--- src/rtl/sqn_pkg.sv ---
// shared widths and defaults for the newton square root block
package sqn_pkg;

  localparam int RAD_W       = 32;
  localparam int ROOT_W      = 24;
  localparam int EPS_W       = 16;

  localparam int DEF_MAX_ITERATIONS = 32;
  localparam int DEF_FRAC_BITS      = 16;

  localparam logic [EPS_W-1:0] EPS_RESET = EPS_W'(1);

endpackage

--- src/rtl/sqn_div.sv ---
// restoring divider, one quotient bit per cycle
module sqn_div import sqn_pkg::*; #(
  parameter int W = RAD_W - 1 + DEF_FRAC_BITS
) (
  input  logic         clk,
  input  logic         rst,
  input  logic         start,
  input  logic [W-1:0] dividend,
  input  logic [W-1:0] divisor,
  output logic         done,
  output logic [W-1:0] quotient
);

  localparam int CNT_W = $clog2(W + 1);

  logic [W-1:0]     rem;
  logic [W-1:0]     quo;
  logic [W-1:0]     dvs;
  logic [CNT_W-1:0] cnt;
  logic             busy;

  logic [W:0]   shifted;
  logic [W+1:0] trial;
  logic         neg;

  always_comb begin
    shifted = {rem, quo[W-1]};
    trial   = {1'b0, shifted} - {2'b00, dvs};
    neg     = trial[W+1];
  end

  always_ff @(posedge clk) begin
    if (rst) begin
      busy <= 1'b0;
      done <= 1'b0;
      cnt  <= '0;
    end else begin
      done <= 1'b0;
      if (start) begin
        rem  <= '0;
        quo  <= dividend;
        dvs  <= divisor;
        cnt  <= CNT_W'(W);
        busy <= 1'b1;
      end else if (busy) begin
        rem <= neg ? shifted[W-1:0] : trial[W-1:0];
        quo <= {quo[W-2:0], ~neg};
        cnt <= cnt - CNT_W'(1);
        if (cnt == CNT_W'(1)) begin
          busy <= 1'b0;
          done <= 1'b1;
        end
      end
    end
  end

  assign quotient = quo;

endmodule

--- config.mk ---
export PLATFORM = sky130hd
export DESIGN_NAME = sqn_div
export DESIGN_NICKNAME = d
export VERILOG_FILES = /design/src/rtl/sqn_pkg.sv /design/src/rtl/sqn_div.sv
export SDC_FILE = /design/constraint.sdc
export NUM_CORES = 1
export LEC_CHECK = 0
export ABC_AREA = 1
export BUFFER_PORTS_ARGS = -buffer_cell sky130_fd_sc_hd__buf_4
export CORE_MARGIN = 1.5
export CORE_UTILIZATION = 50
export DETAILED_ROUTE_END_ITERATION = 8
export GPL_TIMING_DRIVEN = 1
export PLACE_DENSITY = 0.82
export SLEW_MARGIN = 10
export SYNTH_ARGS = -nofsm -noshare
export SYNTH_HDL_FRONTEND = slang
export SYNTH_SLANG_ARGS = --single-unit
--- constraint.sdc ---
create_clock -name clk -period 8.25 [get_ports clk]
set_input_delay 0 -clock clk [delete_from_list [all_inputs] [get_ports clk]]
set_output_delay 0 -clock clk [all_outputs]
set_load 0.005 [all_outputs]
Word level (Yosys, flattened, before mapping)
Cells that the tools add are included.

Flip-flop bits (word level): 149. Input port bits: 97. Word-level logic and storage cells: 28.

Reductions and logical operators: 5. Add/sub/neg operators: 2. Equality and inequality tests: 1. Muxes and demuxes: 10. Bitwise operators: 3.

Operator list (number): two-way mux 47 bit (4); subtractor 48 x 47 -> 49 bit (1); two-way mux 6 bit (2); equality test 6 x 1 -> 1 bit (second input constant) (1); subtractor 6 x 1 -> 6 bit (second input constant) (1); two-way mux 1 bit (4); AND reduction 2 bit (2); inverter 1 bit (3); OR reduction 3 bit (1); nonzero test 2 bit (1); OR reduction 2 bit (1).

Depth between registers and ports, before layout
Depth in word-level cells: 4. Depth in mapped cells: 17. Mapped depth without buffers: 16.

Worst setup path before layout
Ideal clock, no wire load.

Kind: register -> register. Start: register busy. End: register quo[0], in the netlist quotient[0] (enable). Arrival time: 4.390 ns. Path slack: 3.312 ns. Clock period less this slack: 4.938 ns. Cell stages (with the launch flop): 3. Setup time: 0.548 ns. Data required time: 7.702 ns. Cell sequence: dfxtp_1 > nor2_1 > nor2_1.

Cells in the longest elaborated chain, start to end: 2.

RTL lines: start: declaration (line sqn_div.sv:20) `logic busy;`; start signal: assignment (line sqn_div.sv:34) `busy <= 1'b0;`; start signal: assignment (line sqn_div.sv:44) `busy <= 1'b1;`; start signal: assignment (line sqn_div.sv:50) `busy <= 1'b0;`; nonzero test 2 bit (no line); AND reduction 2 bit (no line); end signal: assignment (line sqn_div.sv:41) `quo <= dividend;`; end signal: assignment (line sqn_div.sv:47) `quo <= {quo[W-2:0], ~neg};`; end: declaration (line sqn_div.sv:17) `logic [W-1:0] quo;`.

Every way passes these cells. A chain may end at the register's enable or synchronous reset.

Worst setup path after layout
Start: register quo[46], in the netlist quotient[46]. End: register rem[29] (data pin).

Cells in the longest elaborated chain, start to end: 3.

RTL lines: subtractor 48 x 47 -> 49 bit (line sqn_div.sv:28) `trial = {1'b0, shifted} - {2'b00, dvs};`; two-way mux 47 bit (line sqn_div.sv:46) `rem <= neg ? shifted[W-1:0] : trial[W-1:0];`; two-way mux 47 bit (line sqn_div.sv:45) `end else if (busy) begin`; end signal: assignment (line sqn_div.sv:46); end: declaration (line sqn_div.sv:16) `logic [W-1:0] rem;`.

Every way passes these cells. The select of a mux whose other input is x is not followed.

==> impl_metrics.toml <==
[floorplan]
die_area_um2 = 20800
chipHeight_um = 144
die_w_um = 144
rows = 51
coreArea_um2 = 19500
initial_utilization = 0.511
io_pins = 145

[timing]
rsz0062_at_grt = "false"
timing.setup.tns_ns = 0
fin_crit_sh = 0.448
timing.fmax_mhz = 271
hold_violations = 0
finalWorstSetupSlack_ns = 4.55
fin_skew_ns = 0.0177
worst_slew_pin_slew_ns = 1.03
fin_crit_ns = 3.70
setup_violations = 0
drv_slew = 0
slew_headroom = 0.312

[place]
dp_slack_ns = 4.68
portBuffers = 144
place.gp.congestion = 0.960
dp_hpwl_mm = 19.5

[cts]
cts-root-buf = "clkbuf_16"
cts_tree = "yes"
numCtsBuffers = 17
cts_resized = 0
cts.path.max_buffers = 2
postCtsSetupBuffers = 0
clock-sinks = 149
clkTransAtPathRegs_ns = 0.08
insertion_delay_ns = 0.44
h-tree-depth = 4

[grt]
antenna_found_initial = 0
grt_max_degree = 98
first_global_vias = 9230
track_usage = 0.278
grt_overflow = 0
grt_first_pass_wirelength_mm = 44.7

[power]
vdd.ir_drop.worst_mv = 0.138
static-leakage-power_nw = 6.60
powerDensity_nw_per_um2 = 193

[finish]
drive_above_1_share = 0.119
seq_area_um2 = 4390
diodes = 0
nFillCells = 1596
final_net_count = 1781
areaGrowthSynthToFinish_pct = 29.2
multi_input_comb_area_um2 = 4530

[detailed_routing]
vias_per_cell = 4.99
wl_mm = 27.5
routedWlPerCell_um = 14.4
drt.antenna.violating_nets = 0
post-route-drc-count = 0
num_vias = 9542
drtIter0Drc = 690
dr.pass1.iters = 5

[yosys]
synthDistinctLibCells = 34
synth_ff_type = "edfxtp_1"
yosysMostFrequentCell = "nand2_1"
netlist_top_cells_count = "nand2_1 (560), inv_1 (245), nor2_1 (155)"
syn_area_um2 = 9980
ys_seq_elements = 149
netlist.area_leader.share = 0.424
synth_edf_count = 141
yosysSeqAreaShare = 0.440
ys_warn_count = 0
synth_top_area_cell = "edfxtp_1"
syn-mean-instance-area_um2 = 7.15
syn_nets = 1543
synthArstFlopShare = 0
synthCells = 1396
synth_area_leaders = "edfxtp_1 (42%), nand2_1 (21%), inv_1 (9.2%), ha_1 (6.1%), nor2_1 (5.8%)"

[critical_path]
cp_max_fo = 56
reg2reg_slack_ns = 4.55
crit_path_start_kind = "flop"
crit_path_end_kind = "flop"
arrival_ns = 3.88
cp.required_ns = 8.44
critical_path_class = "reg2reg"

[status]
status = "finished, final reports clean"

[min_path]
hold_path_class = "in2reg"

[job]
maxCapViolations = 0
-- logic make-up (layout without fill, tap and decap cells) --
group                    Yosys count  count (layout)  synth area share
AND/OR/NAND/NOR                  810             810             0.321
buffers and inverters            276             527             0.107
flip-flops                       149             149             0.440
AO/OA/AOI/OAI                     85              85            0.0456
adder cells (fa/ha/maj)           50              50            0.0634
XOR/XNOR                          26              26            0.0228
-- flip-flops by register name, indices dropped and copies added (netlist names) --
signal / flops
busy: 1
cnt: 6
done: 1
dvs: 47
quotient: 47
rem: 47
-- placed cells by master (no fill, tap or decap), types with 22 or more instances in the layout --
master         instances
inv_1                245
a21oi_1               51
edfxtp_1             141
ha_1                  49
dlygate4sd3_1         95
nor2_1               153
nand2_1              560
xnor2_1               22
o21ai_0               22
nand3_1               61
buf_4                149
-- routing by layer --
| layer | GRT usage | vias up | routed length, um |
|---|---|---|---|
| met5 | 0 | - | 0 |
| met4 | 0.104 | 0 | 745 |
| met3 | 0.0669 | 55 | 2110 |
| met2 | 0.464 | 394 | 13000 |
| met1 | 0.350 | 4276 | 11700 |
| li1 | - | 4817 | - |
-- power by group --
part | internal, mW | leakage, nW | switching, mW | total [mW]
Sequential | 0.911 | 1.42 | 0.0337 | 0.945
Combinational | 0.278 | 4.87 | 0.445 | 0.723
Clock | 0.440 | 0.304 | 0.377 | 0.817
Total | 1.63 | 6.60 | 0.856 | 2.49
-- area by class of cell --
class | count | share of cell area
Timing Repair Buffer | 244 | 0.160
Clock inverter | 15 | 0.0155
Tap cell | 265 | 0.0257
Multi-Input combinational cell | 971 | 0.352
Clock buffer | 17 | 0.0330
Sequential cell | 149 | 0.341
Inverter | 251 | 0.0730
-- timing repair --
action	in CTS	in global routing
setup endpoints to repair	0	0
endpoints found under the hold margin	101	0
hold buffers	95	0
-- critical path, stage by stage (launching register included) --
cell	delay, ns
edfxtp_1	0.35
inv_1	0.06
ha_1	0.23
fa_1	0.44
inv_1	0.13
nand3_1	0.08
nand3_1	0.14
nand2_1	0.07
nand2_1	0.15
nand2_1	0.08
nand2_1	0.14
nand2_1	0.08
nand3_2	0.36
buf_4	0.57
inv_2	0.24
a21oi_1	0.20
nor2_1	0.05
-- per-stage QoR --
stage	total power [mW]	util	cell area, um2	std cells	hold WS [ns]
floorplan	1.44	-	9980	1396	0.0691
global placement	1.62	0.580	11300	1785	0.178
detailed placement	1.63	0.580	11300	1785	0.179
CTS	2.48	0.661	12900	1912	0.0803
global route	2.62	0.661	12900	1912	0.124
finish	2.49	0.661	12900	1912	0.0999
-- path summary, 6_finish.rpt --
| kind | from | end | depth (start not counted) |
|---|---|---|---|
| setup / recovery | quotient[46] | rem[29] | 16 |
| hold / removal | start | cnt[0] | 3 |
| setup reg to reg | quotient[46] | rem[29] | 16 |
| hold reg to reg | busy | done | 2 |
Note: power is estimated with default switching activity, not from simulation.
